==> src/sv/byterun1_bitplane_unpacker_unit_defines.svh <==
// ---------------------------------------------------------------------------
// Byte-run unpacker assertion macros
// Shared assertion helpers. They sample on clk and are disabled while
// arst_n is low, so they are meant for modules with those port names.
// ---------------------------------------------------------------------------
`ifndef BYTERUN1_BITPLANE_UNPACKER_UNIT_DEFINES_SVH
`define BYTERUN1_BITPLANE_UNPACKER_UNIT_DEFINES_SVH

// Condition in the same cycle: when ante holds, cons must hold as well.
`define BR1BPU_ASSERT_SAME(lbl, ante, cons, msg) \
	lbl: assert property (@(posedge clk) disable iff (!arst_n) (ante) |-> (cons)) \
		else $error(msg);

// Implication across an edge: when ante holds, cons must hold at the next edge.
`define BR1BPU_ASSERT_NEXT(lbl, ante, cons, msg) \
	lbl: assert property (@(posedge clk) disable iff (!arst_n) (ante) |=> (cons)) \
		else $error(msg);

`endif

==> src/sv/br1bpu_pkg.sv <==
// ---------------------------------------------------------------------------
// Byte-run unpacker package
// Widths, register map, decoder phase codes and the structs passed between
// the top level and the decode step.
// ---------------------------------------------------------------------------
`default_nettype none

package br1bpu_pkg;

	// Field and counter widths.
	localparam int DIM_W  = 13;   // image width / height registers
	localparam int PC_W   = 6;    // plane count register
	localparam int RB_W   = 13;   // bytes per plane row
	localparam int DP_W   = 6;    // effective plane depth
	localparam int RBD_W  = 16;   // data bytes per row (row bytes times depth)
	localparam int ROW_W  = 17;   // raw row length including mask and pad
	localparam int TOT_W  = 30;   // image size and bytes written
	localparam int COL_W  = 16;   // saturating column counter
	localparam int PI_W   = 7;    // saturating plane index
	localparam int LIT_W  = 8;    // literal or run length
	localparam int BYTE_W = 8;
	localparam int ADDR_W = 5;
	localparam int DATA_W = 32;
	localparam int IDX_W  = 3;

	// Register indexes (byte address is four times the index).
	localparam logic [IDX_W-1:0] REG_IMAGE_WIDTH  = 3'd0;
	localparam logic [IDX_W-1:0] REG_IMAGE_HEIGHT = 3'd1;
	localparam logic [IDX_W-1:0] REG_IMAGE_KIND   = 3'd2;
	localparam logic [IDX_W-1:0] REG_PLANE_COUNT  = 3'd3;
	localparam logic [IDX_W-1:0] REG_MASK_PLANE   = 3'd4;
	localparam logic [IDX_W-1:0] REG_COMPRESSED   = 3'd5;

	// Register reset values.
	localparam logic [DIM_W-1:0] RST_IMAGE_WIDTH  = 13'd1;
	localparam logic [DIM_W-1:0] RST_IMAGE_HEIGHT = 13'd1;
	localparam logic             RST_IMAGE_KIND   = 1'b0;
	localparam logic [PC_W-1:0]  RST_PLANE_COUNT  = 6'd8;
	localparam logic             RST_MASK_PLANE   = 1'b0;
	localparam logic             RST_COMPRESSED   = 1'b1;

	// Derived sizes for the reset configuration (one pixel, one plane).
	localparam logic [RBD_W-1:0] RST_DATA_LEN = 16'd1;
	localparam logic [TOT_W-1:0] RST_TOTAL    = 30'd1;
	localparam logic [ROW_W-1:0] RST_ROW_LEN  = 17'd2;

	// Byte-run command that does nothing.
	localparam logic [BYTE_W-1:0] CMD_NOP = 8'd128;

	// Plane index saturates here, above any reachable plane count.
	localparam logic [PI_W-1:0] PI_MAX = 7'd127;

	typedef enum logic [1:0] {
		PH_CMD = 2'd0,
		PH_LIT = 2'd1,
		PH_REP = 2'd2
	} phase_t;

	// Effective configuration as seen by the decode step.
	typedef struct packed {
		logic [RB_W-1:0]  row_bytes;
		logic [DP_W-1:0]  depth;
		logic             mask_present;
		logic             compressed;
		logic [RBD_W-1:0] data_len;
		logic [ROW_W-1:0] row_len;
		logic [TOT_W-1:0] total;
	} cfg_t;

	// Decoder state.
	typedef struct packed {
		phase_t           phase;
		logic [LIT_W-1:0] literal_left;
		logic [COL_W-1:0] column_bytes;
		logic [PI_W-1:0]  plane_index;
		logic             skipping_mask;
		logic [TOT_W-1:0] bytes_written;
		logic [ROW_W-1:0] row_offset;
	} state_t;

	// One result of a decode step.
	typedef struct packed {
		logic              emit;
		logic [BYTE_W-1:0] value;
		logic [LIT_W-1:0]  count;
		logic              done;
	} result_t;

endpackage

`default_nettype wire

==> src/sv/br1bpu_step.sv <==
// ---------------------------------------------------------------------------
// Byte-run unpacker decode step
// Combinational next-state and result logic for one body byte: raw row
// copying, byte-run command decode, plane and mask tracking, and clipping
// of the last run at the image size.
// ---------------------------------------------------------------------------
`default_nettype none

module br1bpu_step (
	input  br1bpu_pkg::cfg_t            cfg,
	input  br1bpu_pkg::state_t          st,
	input  logic [br1bpu_pkg::BYTE_W-1:0] body_byte,
	output br1bpu_pkg::state_t          nxt,
	output br1bpu_pkg::result_t         res
);
	import br1bpu_pkg::*;

	logic             clr;
	state_t           s;
	logic [ROW_W-1:0] ro1;
	logic [PI_W-1:0]  pi1;
	logic             wrap;
	logic [COL_W:0]   col_sum;
	logic [LIT_W-1:0] run_n;
	logic             emit;
	logic [LIT_W-1:0] n;
	logic [TOT_W-1:0] rem;
	logic             hit_end;

	always_comb begin
		// A finished image (or one shrunk by a register write) starts over.
		clr = (st.bytes_written >= cfg.total);
		s = clr ? '0 : st;

		nxt = s;
		emit = 1'b0;
		n = LIT_W'(1);
		ro1 = '0;
		pi1 = '0;
		wrap = 1'b0;
		col_sum = '0;
		run_n = '0;

		if (!cfg.compressed) begin
			// Raw rows: copy data bytes, drop mask and pad bytes.
			ro1 = s.row_offset + ROW_W'(1);
			nxt.row_offset = (ro1 >= cfg.row_len) ? '0 : ro1;
			emit = (s.row_offset < ROW_W'(cfg.data_len));
		end else begin
			case (s.phase)
				PH_LIT: begin
					nxt.literal_left = (s.literal_left != '0) ?
						s.literal_left - LIT_W'(1) : '0;
					if (nxt.literal_left == '0) nxt.phase = PH_CMD;
					emit = !s.skipping_mask;
				end
				PH_REP: begin
					nxt.phase = PH_CMD;
					nxt.literal_left = '0;
					emit = !s.skipping_mask;
					n = s.literal_left;
				end
				default: begin
					// A plane ends when its column count lands exactly on the row size.
					if (s.column_bytes == COL_W'(cfg.row_bytes)) begin
						pi1 = (s.plane_index == PI_MAX) ? PI_MAX : s.plane_index + PI_W'(1);
						wrap = (!cfg.mask_present && pi1 == PI_W'(cfg.depth)) ||
							(cfg.mask_present && pi1 == PI_W'(cfg.depth) + PI_W'(1));
						if (wrap) begin
							nxt.skipping_mask = 1'b0;
							nxt.plane_index = '0;
						end else begin
							nxt.plane_index = pi1;
						end
						if (cfg.mask_present && nxt.plane_index == PI_W'(cfg.depth)) begin
							nxt.skipping_mask = 1'b1;
						end
						nxt.column_bytes = '0;
					end

					// Command decode: literal count, run length or no-op.
					nxt.phase = PH_CMD;
					if (body_byte < CMD_NOP) begin
						run_n = body_byte + LIT_W'(1);
						nxt.phase = PH_LIT;
					end else if (body_byte > CMD_NOP) begin
						run_n = LIT_W'(9'd257 - {1'b0, body_byte});
						nxt.phase = PH_REP;
					end
					if (body_byte != CMD_NOP) begin
						nxt.literal_left = run_n;
						col_sum = {1'b0, nxt.column_bytes} + (COL_W + 1)'(run_n);
						nxt.column_bytes = col_sum[COL_W] ? '1 : col_sum[COL_W-1:0];
					end
				end
			endcase
		end

		// Clip the result at the image end; the state then starts over.
		rem = cfg.total - s.bytes_written;
		hit_end = (TOT_W'(n) >= rem);
		res.emit = emit;
		res.value = body_byte;
		res.count = hit_end ? rem[LIT_W-1:0] : n;
		res.done = emit && hit_end;
		if (emit) begin
			nxt.bytes_written = s.bytes_written + TOT_W'(n);
			if (hit_end) nxt = '0;
		end
	end

endmodule

`default_nettype wire

==> src/sv/byterun1_bitplane_unpacker_unit.sv <==
// Throughput: one body byte per cycle while out_stall does not hold the result register;
// the decode state is updated as a byte moves from the input register to the result register.
// Reset: arst_n clears the decoder state and both stage valids, and loads
// the register defaults; the derived image size is ready at once.
// ---------------------------------------------------------------------------
// Byte-run bitplane unpacker, top level
// Decodes an image body, raw or byte-run coded, into value and repeat
// results, with an APB-style register port for the image geometry.
// ---------------------------------------------------------------------------
`default_nettype none

`include "byterun1_bitplane_unpacker_unit_defines.svh"

module byterun1_bitplane_unpacker_unit #(
	parameter int MAX_DIM    = 4096,
	parameter int MAX_PLANES = 32
) (
	input  logic                            clk,
	input  logic                            arst_n,
	// Register port
	input  logic                            psel,
	input  logic                            penable,
	input  logic                            pwrite,
	input  logic [br1bpu_pkg::ADDR_W-1:0]   paddr,
	input  logic [br1bpu_pkg::DATA_W-1:0]   pwdata,
	output logic [br1bpu_pkg::DATA_W-1:0]   prdata,
	output logic                            pready,
	// Body byte input
	input  logic                            in_valid,
	output logic                            in_stall,
	input  logic [br1bpu_pkg::BYTE_W-1:0]   body_byte,
	// Result output
	output logic                            out_valid,
	input  logic                            out_stall,
	output logic [br1bpu_pkg::BYTE_W-1:0]   pixel_value,
	output logic [br1bpu_pkg::LIT_W-1:0]    repeat_count,
	output logic                            image_done
);
	import br1bpu_pkg::*;

	function automatic logic [DIM_W-1:0] clamp_dim(input logic [DIM_W-1:0] v);
		if (v == '0) return DIM_W'(1);
		if (32'(v) > 32'(MAX_DIM)) return DIM_W'(MAX_DIM);
		return v;
	endfunction

	function automatic logic [DP_W-1:0] depth_of(input logic kind,
		input logic [PC_W-1:0] pc);
		if (!kind) return DP_W'(1);
		if (pc == '0) return DP_W'(1);
		if (32'(pc) > 32'(MAX_PLANES)) return DP_W'(MAX_PLANES);
		return DP_W'(pc);
	endfunction

	function automatic logic [RB_W-1:0] row_bytes_of(input logic [DIM_W-1:0] w,
		input logic kind);
		logic [DIM_W:0] up;
		up = (DIM_W + 1)'(w) + (DIM_W + 1)'(7);
		return kind ? RB_W'(up >> 3) : RB_W'(w);
	endfunction

	// Configuration registers.
	logic [DIM_W-1:0] width_q;
	logic [DIM_W-1:0] height_q;
	logic             kind_q;
	logic [PC_W-1:0]  planes_q;
	logic             mask_q;
	logic             comp_q;

	logic [IDX_W-1:0] reg_idx;
	logic             wr_sel;
	logic             wr_en;

	// Candidate configuration: registers with a pending write overlaid.
	logic [DIM_W-1:0] cand_width;
	logic [DIM_W-1:0] cand_height;
	logic             cand_kind;
	logic [PC_W-1:0]  cand_planes;
	logic             cand_mask;
	logic [DIM_W-1:0] c_w_eff;
	logic [DIM_W-1:0] c_h_eff;
	logic [RB_W-1:0]  c_rb;
	logic [DP_W-1:0]  c_dp;
	logic [RB_W+DP_W-1:0]   rbd_full;
	logic [DIM_W+RBD_W-1:0] tot_full;

	logic [RBD_W-1:0] rbd_q;
	logic [TOT_W-1:0] total_q;
	logic [ROW_W-1:0] row_len_q;

	// Pipeline.
	logic                s1_valid_s1;
	logic [BYTE_W-1:0]   byte_s1;
	logic                advance;
	logic                proc;
	cfg_t                cfg;
	state_t              st_q;
	state_t              st_nxt;
	result_t             res;
	logic                out_valid_q;
	logic [BYTE_W-1:0]   pixel_value_q;
	logic [LIT_W-1:0]    repeat_count_q;
	logic                image_done_q;

	assign pready  = 1'b1;
	assign reg_idx = paddr[ADDR_W-1:2];
	assign wr_sel  = psel && pwrite;
	assign wr_en   = psel && penable && pwrite && pready;

	// Register writes.
	always_ff @(posedge clk or negedge arst_n) begin
		if (!arst_n) begin
			width_q  <= RST_IMAGE_WIDTH;
			height_q <= RST_IMAGE_HEIGHT;
			kind_q   <= RST_IMAGE_KIND;
			planes_q <= RST_PLANE_COUNT;
			mask_q   <= RST_MASK_PLANE;
			comp_q   <= RST_COMPRESSED;
		end else if (wr_en) begin
			unique case (reg_idx)
				REG_IMAGE_WIDTH:  width_q  <= pwdata[DIM_W-1:0];
				REG_IMAGE_HEIGHT: height_q <= pwdata[DIM_W-1:0];
				REG_IMAGE_KIND:   kind_q   <= pwdata[0];
				REG_PLANE_COUNT:  planes_q <= pwdata[PC_W-1:0];
				REG_MASK_PLANE:   mask_q   <= pwdata[0];
				REG_COMPRESSED:   comp_q   <= pwdata[0];
				default: ;
			endcase
		end
	end

	// Register reads.
	always_comb begin
		unique case (reg_idx)
			REG_IMAGE_WIDTH:  prdata = DATA_W'(width_q);
			REG_IMAGE_HEIGHT: prdata = DATA_W'(height_q);
			REG_IMAGE_KIND:   prdata = DATA_W'(kind_q);
			REG_PLANE_COUNT:  prdata = DATA_W'(planes_q);
			REG_MASK_PLANE:   prdata = DATA_W'(mask_q);
			REG_COMPRESSED:   prdata = DATA_W'(comp_q);
			default:          prdata = '0;
		endcase
	end

	// The write data is stable from the setup cycle on, so the two size
	// products follow it and are final at the same edge as the register.
	always_comb begin
		cand_width  = (wr_sel && reg_idx == REG_IMAGE_WIDTH)  ? pwdata[DIM_W-1:0] : width_q;
		cand_height = (wr_sel && reg_idx == REG_IMAGE_HEIGHT) ? pwdata[DIM_W-1:0] : height_q;
		cand_kind   = (wr_sel && reg_idx == REG_IMAGE_KIND)   ? pwdata[0] : kind_q;
		cand_planes = (wr_sel && reg_idx == REG_PLANE_COUNT)  ? pwdata[PC_W-1:0] : planes_q;
		cand_mask   = (wr_sel && reg_idx == REG_MASK_PLANE)   ? pwdata[0] : mask_q;
		c_w_eff  = clamp_dim(cand_width);
		c_h_eff  = clamp_dim(cand_height);
		c_rb     = row_bytes_of(c_w_eff, cand_kind);
		c_dp     = depth_of(cand_kind, cand_planes);
		rbd_full = c_rb * c_dp;
		tot_full = c_h_eff * rbd_q;
	end

	// Size products: row data bytes first, then image size and raw row length.
	always_ff @(posedge clk or negedge arst_n) begin
		if (!arst_n) begin
			rbd_q     <= RST_DATA_LEN;
			total_q   <= RST_TOTAL;
			row_len_q <= RST_ROW_LEN;
		end else begin
			rbd_q     <= rbd_full[RBD_W-1:0];
			total_q   <= TOT_W'(tot_full);
			row_len_q <= ROW_W'(rbd_q) + (cand_mask ? ROW_W'(c_rb) : '0) +
				ROW_W'(c_w_eff[0]);
		end
	end

	// Effective configuration for the decode step.
	always_comb begin
		cfg.row_bytes    = row_bytes_of(clamp_dim(width_q), kind_q);
		cfg.depth        = depth_of(kind_q, planes_q);
		cfg.mask_present = mask_q;
		cfg.compressed   = comp_q;
		cfg.data_len     = rbd_q;
		cfg.row_len      = row_len_q;
		cfg.total        = total_q;
	end

	// Handshake: the input stage moves whenever the result register can load.
	assign advance  = !out_valid_q || !out_stall;
	assign proc     = s1_valid_s1 && advance;
	assign in_stall = s1_valid_s1 && !advance;

	// Input register.
	always_ff @(posedge clk or negedge arst_n) begin
		if (!arst_n) begin
			s1_valid_s1 <= 1'b0;
		end else if (!in_stall) begin
			s1_valid_s1 <= in_valid;
		end
	end

	always_ff @(posedge clk) begin
		if (in_valid && !in_stall) byte_s1 <= body_byte;
	end

	br1bpu_step u_step (
		.cfg       (cfg),
		.st        (st_q),
		.body_byte (byte_s1),
		.nxt       (st_nxt),
		.res       (res)
	);

	// Decoder state advances once per processed byte.
	always_ff @(posedge clk or negedge arst_n) begin
		if (!arst_n) begin
			st_q <= '0;
		end else if (proc) begin
			st_q <= st_nxt;
		end
	end

	// Result register.
	always_ff @(posedge clk or negedge arst_n) begin
		if (!arst_n) begin
			out_valid_q <= 1'b0;
		end else if (advance) begin
			out_valid_q <= proc && res.emit;
		end
	end

	always_ff @(posedge clk) begin
		if (proc && res.emit) begin
			pixel_value_q  <= res.value;
			repeat_count_q <= res.count;
			image_done_q   <= res.done;
		end
	end

	assign out_valid    = out_valid_q;
	assign pixel_value  = pixel_value_q;
	assign repeat_count = repeat_count_q;
	assign image_done   = image_done_q;

	// A byte taken into a full input stage must be matched by one leaving it.
	`BR1BPU_ASSERT_SAME(a_no_overwrite, in_valid && !in_stall && s1_valid_s1, advance, "input stage overwritten")
	// A run is never empty and never longer than one command allows.
	`BR1BPU_ASSERT_SAME(a_count_range, out_valid_q, repeat_count_q != '0 && repeat_count_q <= 8'd128, "repeat count out of range")
	// The result that completes an image leaves the decoder in its initial state.
	`BR1BPU_ASSERT_NEXT(a_done_clears, proc && res.emit && res.done, st_q == '0, "state not cleared after image end")

endmodule

`default_nettype wire

==> config.mk <==
export PLATFORM = sky130hd
export DESIGN_NAME = byterun1_bitplane_unpacker_unit
export DESIGN_NICKNAME = d
export VERILOG_FILES = /design/src/sv/br1bpu_pkg.sv /design/src/sv/br1bpu_step.sv /design/src/sv/byterun1_bitplane_unpacker_unit.sv
export VERILOG_INCLUDE_DIRS = /design/src /design/src/sv
export SDC_FILE = /design/constraint.sdc
export NUM_CORES = 1
export LEC_CHECK = 0
export BUFFER_PORTS_ARGS = -buffer_cell sky130_fd_sc_hd__clkbuf_2
export CAP_MARGIN = 20
export CORE_MARGIN = 4
export CORE_UTILIZATION = 55
export CTS_CLUSTER_SIZE = 14
export DETAILED_ROUTE_END_ITERATION = 10
export HOLD_SLACK_MARGIN = 0.02
export PLACE_DENSITY = 0.82
export SLEW_MARGIN = 20
export SYNTH_ARGS = -nofsm -noshare
export SYNTH_HDL_FRONTEND = slang
export SYNTH_SLANG_ARGS = --single-unit
==> constraint.sdc <==
create_clock -name clk -period 20.3 [get_ports clk]
set_input_delay 4.06 -clock clk [delete_from_list [all_inputs] [get_ports clk]]
set_output_delay 4.06 -clock clk [all_outputs]
set_load 0.01 [all_outputs]
== Word-level counts from Yosys, hierarchy flattened ==
Cells that the tools add are included.
Word-level totals
  register bits: 205
  bits in latches: 0
  bits in writable memories: 0
  ROM bits: 0
  input bits: 52
  memories: 0
Operators by class
  $add $sub $neg: 13
  multipliers: 2
  div/mod/pow operators: 0
  magnitude comparators: 11
  equality and inequality tests: 13
  shift-type cells: 0
  multiplexer cells: 85
  bitwise logic cells: 0
  reduce and logical (&&, ||, !) cells: 39
Operators by type and width (count)
  81-bit two-way mux: 3
  13-bit two-way mux: 17
  24-bit two-way mux: 5
  6-bit two-way mux: 13
  13-bit one-hot mux with 6 select lines: 1
  8-bit two-way mux: 8
  13-bit greater-than comparator (second input constant): 3
  13-bit zero test: 3
  7-bit two-way mux: 5
  17-bit two-way mux: 2
  34-bit two-way mux: 1
  30-bit by 8-bit adder with 30-bit output: 1
  30-bit by 29-bit >= comparator with 1-bit output: 1
  8-bit by 30-bit >= comparator with 1-bit output: 1
  29-bit by 30-bit subtractor with 30-bit output: 1
  13-bit by 16-bit multiplier with 29-bit output: 1
  13-bit by 3-bit adder with 14-bit output (second input constant): 2
  1-bit two-way mux: 25
  10-bit one-hot mux with 2 select lines: 1
  16-bit by 13-bit adder with 17-bit output: 1
  16-bit by 8-bit adder with 17-bit output: 1
  17-bit by 1-bit adder with 17-bit output: 1
  17-bit by 1-bit adder with 17-bit output (second input constant): 1
  17-bit >= comparator: 1
  other kinds (31): 64

== Depth between registers and ports, before layout ==
  depth after elaboration: 29
  gate-level depth with buffers: 35

== Modules after synthesis ==
A second synthesis with hierarchy kept.
Unflattened totals
  cells, all modules: 3135
  area, all modules: 26715.6 um^2
By module, submodules not included
  byterun1_bitplane_unpacker_unit: instances 1, cells each 1788, area an instance 18162.4 um^2
  br1bpu_step: instances 1, cells each 1347, area an instance 8553.2 um^2

== Worst setup path before layout ==
No wires, ideal clock.
  path kind: input to register
  from: input paddr[4] (netlist bit)
  to: register total_q[28]
  library setup time: 0.080 ns
  arrival time: 11.221 ns
  data required time: 20.220 ns
  setup slack: 8.999 ns
  stages on the path: 34
  cell sequence: clkbuf_1 -> or2_2 -> clkbuf_1 -> clkbuf_1 -> nor2_1 -> nand2_1 -> nand2_1 -> xnor2_1 -> clkbuf_1 -> a21oi_1 -> clkbuf_1 -> and2_1 -> fa_1 -> inv_1 -> fa_1 -> inv_1 -> fa_1 -> fa_1 -> inv_1 -> fa_1 -> inv_1 -> ha_1 -> o21a_1 -> o21ai_0 -> nor2_1 -> a211oi_1 -> nor4_1 -> o31ai_1 -> a21oi_1 -> o21a_1 -> nor3_1 -> o21bai_1 -> a21oi_1 -> xnor2_1
Between the ends
  longest elaborated chain between the ends: 9
  elaborated cells between the ends (all ways): 12
  those cells by class: 1 x mul; 1 x order compare; 1 x eq/ne; 7 x mux; 2 x reduce/logical
Ends and longest elaborated chain
  start, declared: RTL line byterun1_bitplane_unpacker_unit.sv:24  | input logic [br1bpu_pkg::ADDR_W-1:0] paddr,
  3-bit by 1-bit equality test with 1-bit output *: RTL line byterun1_bitplane_unpacker_unit.sv:149  | cand_height = (wr_sel && reg_idx == REG_IMAGE_HEIGHT) ? pwdata[DIM_W-1:0] : height_q;
  1-bit logical AND *: RTL line byterun1_bitplane_unpacker_unit.sv:149
  13-bit two-way mux *: RTL line byterun1_bitplane_unpacker_unit.sv:149
  13-bit greater-than comparator: RTL line byterun1_bitplane_unpacker_unit.sv:43  | if (32'(v) > 32'(MAX_DIM)) return DIM_W'(MAX_DIM);
  1-bit two-way mux (2 in a row): RTL line byterun1_bitplane_unpacker_unit.sv:43
  13-bit two-way mux: RTL line byterun1_bitplane_unpacker_unit.sv:44  | return v;
  13-bit two-way mux *: RTL line byterun1_bitplane_unpacker_unit.sv:43
  13-bit by 16-bit multiplier with 29-bit output *: RTL line byterun1_bitplane_unpacker_unit.sv:158  | tot_full = c_h_eff * rbd_q;
  named net tot_full[28]: RTL line byterun1_bitplane_unpacker_unit.sv:85  | logic [DIM_W+RBD_W-1:0] tot_full;
  end signal, assigned: RTL line byterun1_bitplane_unpacker_unit.sv:169  | total_q <= TOT_W'(tot_full);
  end, declared: RTL line byterun1_bitplane_unpacker_unit.sv:88  | logic [TOT_W-1:0] total_q;
Mark *: on every way through the listed nets, which the timed path passes. The rest lies on a longest branch. The select of a mux whose other input is x is not followed.
A chain may end at the register's enable or synchronous reset.

== Worst setup path in the final report ==
  from: input paddr[2] (netlist bit)
  to: register total_q[28]
The elaborated chain is that of the path after synthesis.

==> flow_summary.yaml <==
run_status:
  status: "completed"
worst_setup_path:
  path_max_fanout: 21
  worstPathArrival_ps: 12750
  ff2ff_path_depth: 27
  crit_buf_inv: 5
  slowest_stage: "nor2_1"
  critPathTopFamily: "adder cells"
  crit_top_cell: "fa_1"
  critical_path_depth: 30
  crit_path_start_kind: "input port"
  end_kind: "flop"
  max_stage_delay_ps: 810
  required_ps: 20770
  path_class: "input port to flop"
placed_design:
  numPortBuffers: 62
  gp_congestion: 0.962
  dp_hpwl_um: 50100
  pre_cts_ws_ps: 7640
clocking:
  cts-resized-gates: 0
  postCtsSetupRepairBufs: 0
  clock_tree.root_cell: "clkbuf_16"
  postCtsHoldBufs: 0
  clk_pin_slew_worst_paths_ps: 60
  ctsLongestPathBuffers: 3
  cts_sinks: 205
  clk_latency_ps: 550
  cts_tree: "done"
  numCtsBuffers: 24
  htreeDepth: 1
logic_synthesis:
  avgSynthCellArea_um2: 8.28
  yosysWarningCount: 0
  synth_cell_types: 91
  synth_area_um2: 25300
  synth_seq_cells: 205
  synthCells: 3050
  yosysSeqAreaShare_pct: 20.8
  synth_edf_count: 25
  ys.flop_type: "dfrtp_1"
  async_reset_ff_share_pct: 87.8
sta:
  hold_slack_ps: 475
  skew_ps: 15.1
  tightest_slew_ps: 1080
  rsz0062_at_grt: "no"
  period_minus_slack_ps: 12280
  hold_viol: 0
  drv_slew: 0
  post-route-worst-setup-slack_ps: 8020
  max_slew_margin_pct: 25.9
  fmax_mhz: 81.4
  setup_viol: 0
  period_share_pct: 60.5
  fin_tns_setup_ps: 0
power_and_ir_drop:
  p_leak_nw: 12.8
  ir_drop_v: 0.000110
  power.density_nw_per_um2: 149
floorplan:
  die_h_um: 222
  die_x_um: 222
  dieArea_um2: 49400
  start_util_pct: 55.6
  rows: 78
  io_pins: 104
  core_area_um2: 45400
finish:
  fillers: 3930
  diodes: 0
  seqCellArea_um2: 5260
  nets: 3529
  layout.cells.most_common_list: "inv_1, nand2_1, ha_1"
  final_common_cell: "inv_1"
  syn_to_final_growth_pct: 6.31
  multi_input_area_um2: 17900
  drive_gt1_share_pct: 7.51
global_routing:
  grt_overflow: 0
  grt_pass1_vias: 21700
  track_usage_pct: 26.4
  grt_start_max_net_pins: 105
  grt_pass1_wl_um: 110000
  antenna_found_initial: 1
drt:
  drt_pre_antenna_iters: 6
  vias: 21900
  drtIter0Drc: 2012
  drc_errors: 0
  drt-total-wl_um: 65800
  ant_nets: 0
  wl_per_cell_um: 18.0
  via_per_inst: 5.99
job:
  maxCapViolations: 0
hold_path:
  hold_path_class: "flop to flop"
  whs_path_depth: 2
## synth_stat cells, drive strengths merged, types with 8 or more instances
library cell / instances / area, um2
inv: 422 / 1580
nand2: 358 / 1340
ha: 230 / 2880
nor2: 222 / 841
fa: 202 / 4040
dfrtp: 173 / 4330
a21oi: 164 / 828
o21ai: 138 / 706
and2: 112 / 701
clkbuf: 105 / 395
xnor2: 76 / 666
nor3: 67 / 335
nand3: 61 / 305
and3: 41 / 257
a21o: 39 / 300
mux2i: 39 / 390
mux2: 38 / 428
buf: 36 / 228
xor2: 33 / 289
nand4: 30 / 188
nor4: 30 / 188
a31oi: 29 / 181
nand2b: 29 / 181
o21bai: 26 / 195
edfxtp: 25 / 751
o22ai: 25 / 156
or2: 24 / 150
o21a: 21 / 165
a22o: 18 / 158
o31ai: 18 / 135
nor3b: 17 / 128
or3: 17 / 106
a211oi: 14 / 110
nor2b: 13 / 81.3
o211ai: 13 / 97.6
a2111oi: 9 / 104
a21boi: 9 / 67.6
a32o: 8 / 80.1
o2bb2ai: 8 / 70.1
or4: 8 / 60.1
## final timing paths
kind	from	to	slack (ps)
min in group asynchronous	arst_n	st_q[62]$_DFFE_PN0P_	3580
hold reg to reg	st_q[12]$_DFFE_PN0P_	st_q[12]$_DFFE_PN0P_	480
hold / removal	st_q[12]$_DFFE_PN0P_	st_q[12]$_DFFE_PN0P_	480
setup / recovery	paddr[2]	total_q[28]$_DFF_PN0_	8020
setup reg to reg	total_q[3]$_DFF_PN0_	st_q[56]$_DFFE_PN0P_	11310
max in group asynchronous	arst_n	rbd_q[13]$_DFF_PN0_	15190
## per-stage QoR
stage	cells	utilization, %	total power, mW	instance area [um2]
6_report	3662	59.2	4.01	26800
5_1_grt	3662	59.2	4.43	26800
4_1_cts	3662	59.1	3.98	26800
3_5_place_dp	3619	57.3	3.50	26000
3_3_place_gp	3619	57.3	3.43	26000
2_1_floorplan	3077	-	2.80	25400
## registers in the layout, summed over array words and instances, names as in the netlist
signal	count
out_valid	1
height_q	13
width_q	13
image_done	1
byte_s1	8
repeat_count	8
s1_valid_s1	1
comp_q	1
pixel_value	8
st_q	81
row_len_q	17
rbd_q	16
kind_q	1
mask_q	1
total_q	29
planes_q	6
## worst min-delay path: cells and delay by family, from the launching register on
| family | cells | cell delay (ps) |
|---|---|---|
| AND/OR/NAND/NOR | 1 | 40 |
| flip-flops | 1 | 340 |
| AO/OA/AOI/OAI | 1 | 60 |
## cells by family (layout without fill, tap and decap cells)
| kind of cell | Yosys count | in the layout | synth area share [%] |
|---|---|---|---|
| muxes | 78 | 78 | 3.33 |
| adders and majority gates | 432 | 432 | 27.4 |
| AOI/OAI and AO/OA | 596 | 596 | 15.3 |
| xor gates and xnor gates | 109 | 109 | 3.78 |
| and+or+nand+nor | 1065 | 1065 | 20.6 |
| other | 2 | 29 | 0.0297 |
| buffers and inverters | 563 | 548 | 8.74 |
| DFF | 205 | 205 | 20.8 |
## power breakdown
part | total [mW] | switching (mW) | leakage [nW] | internal [mW]
logic | 2.80 | 1.68 | 9.84 | 1.12
clock network | 0.458 | 0.189 | 0.411 | 0.269
registers | 0.755 | 0.204 | 2.55 | 0.552
## cell type report
class	instances	area share, %
multi-input combinational	2309	66.8
sequential	205	19.6
inverter	422	5.90
tap	600	2.80
clock buffer	33	2.75
timing repair buffer	83	1.78
clock inverter	10	0.359
## metal layers
| layer | track usage [%] | vias up | routed length [um] |
|---|---|---|---|
| met5 | 0 | - | 0 |
| met4 | 6.94 | 0 | 1870 |
| met3 | 5.76 | 142 | 5560 |
| met2 | 42.2 | 871 | 30200 |
| met1 | 36.8 | 10700 | 28200 |
| li1 | - | 10200 | - |
Note: power is estimated with default switching activity, not from simulation.
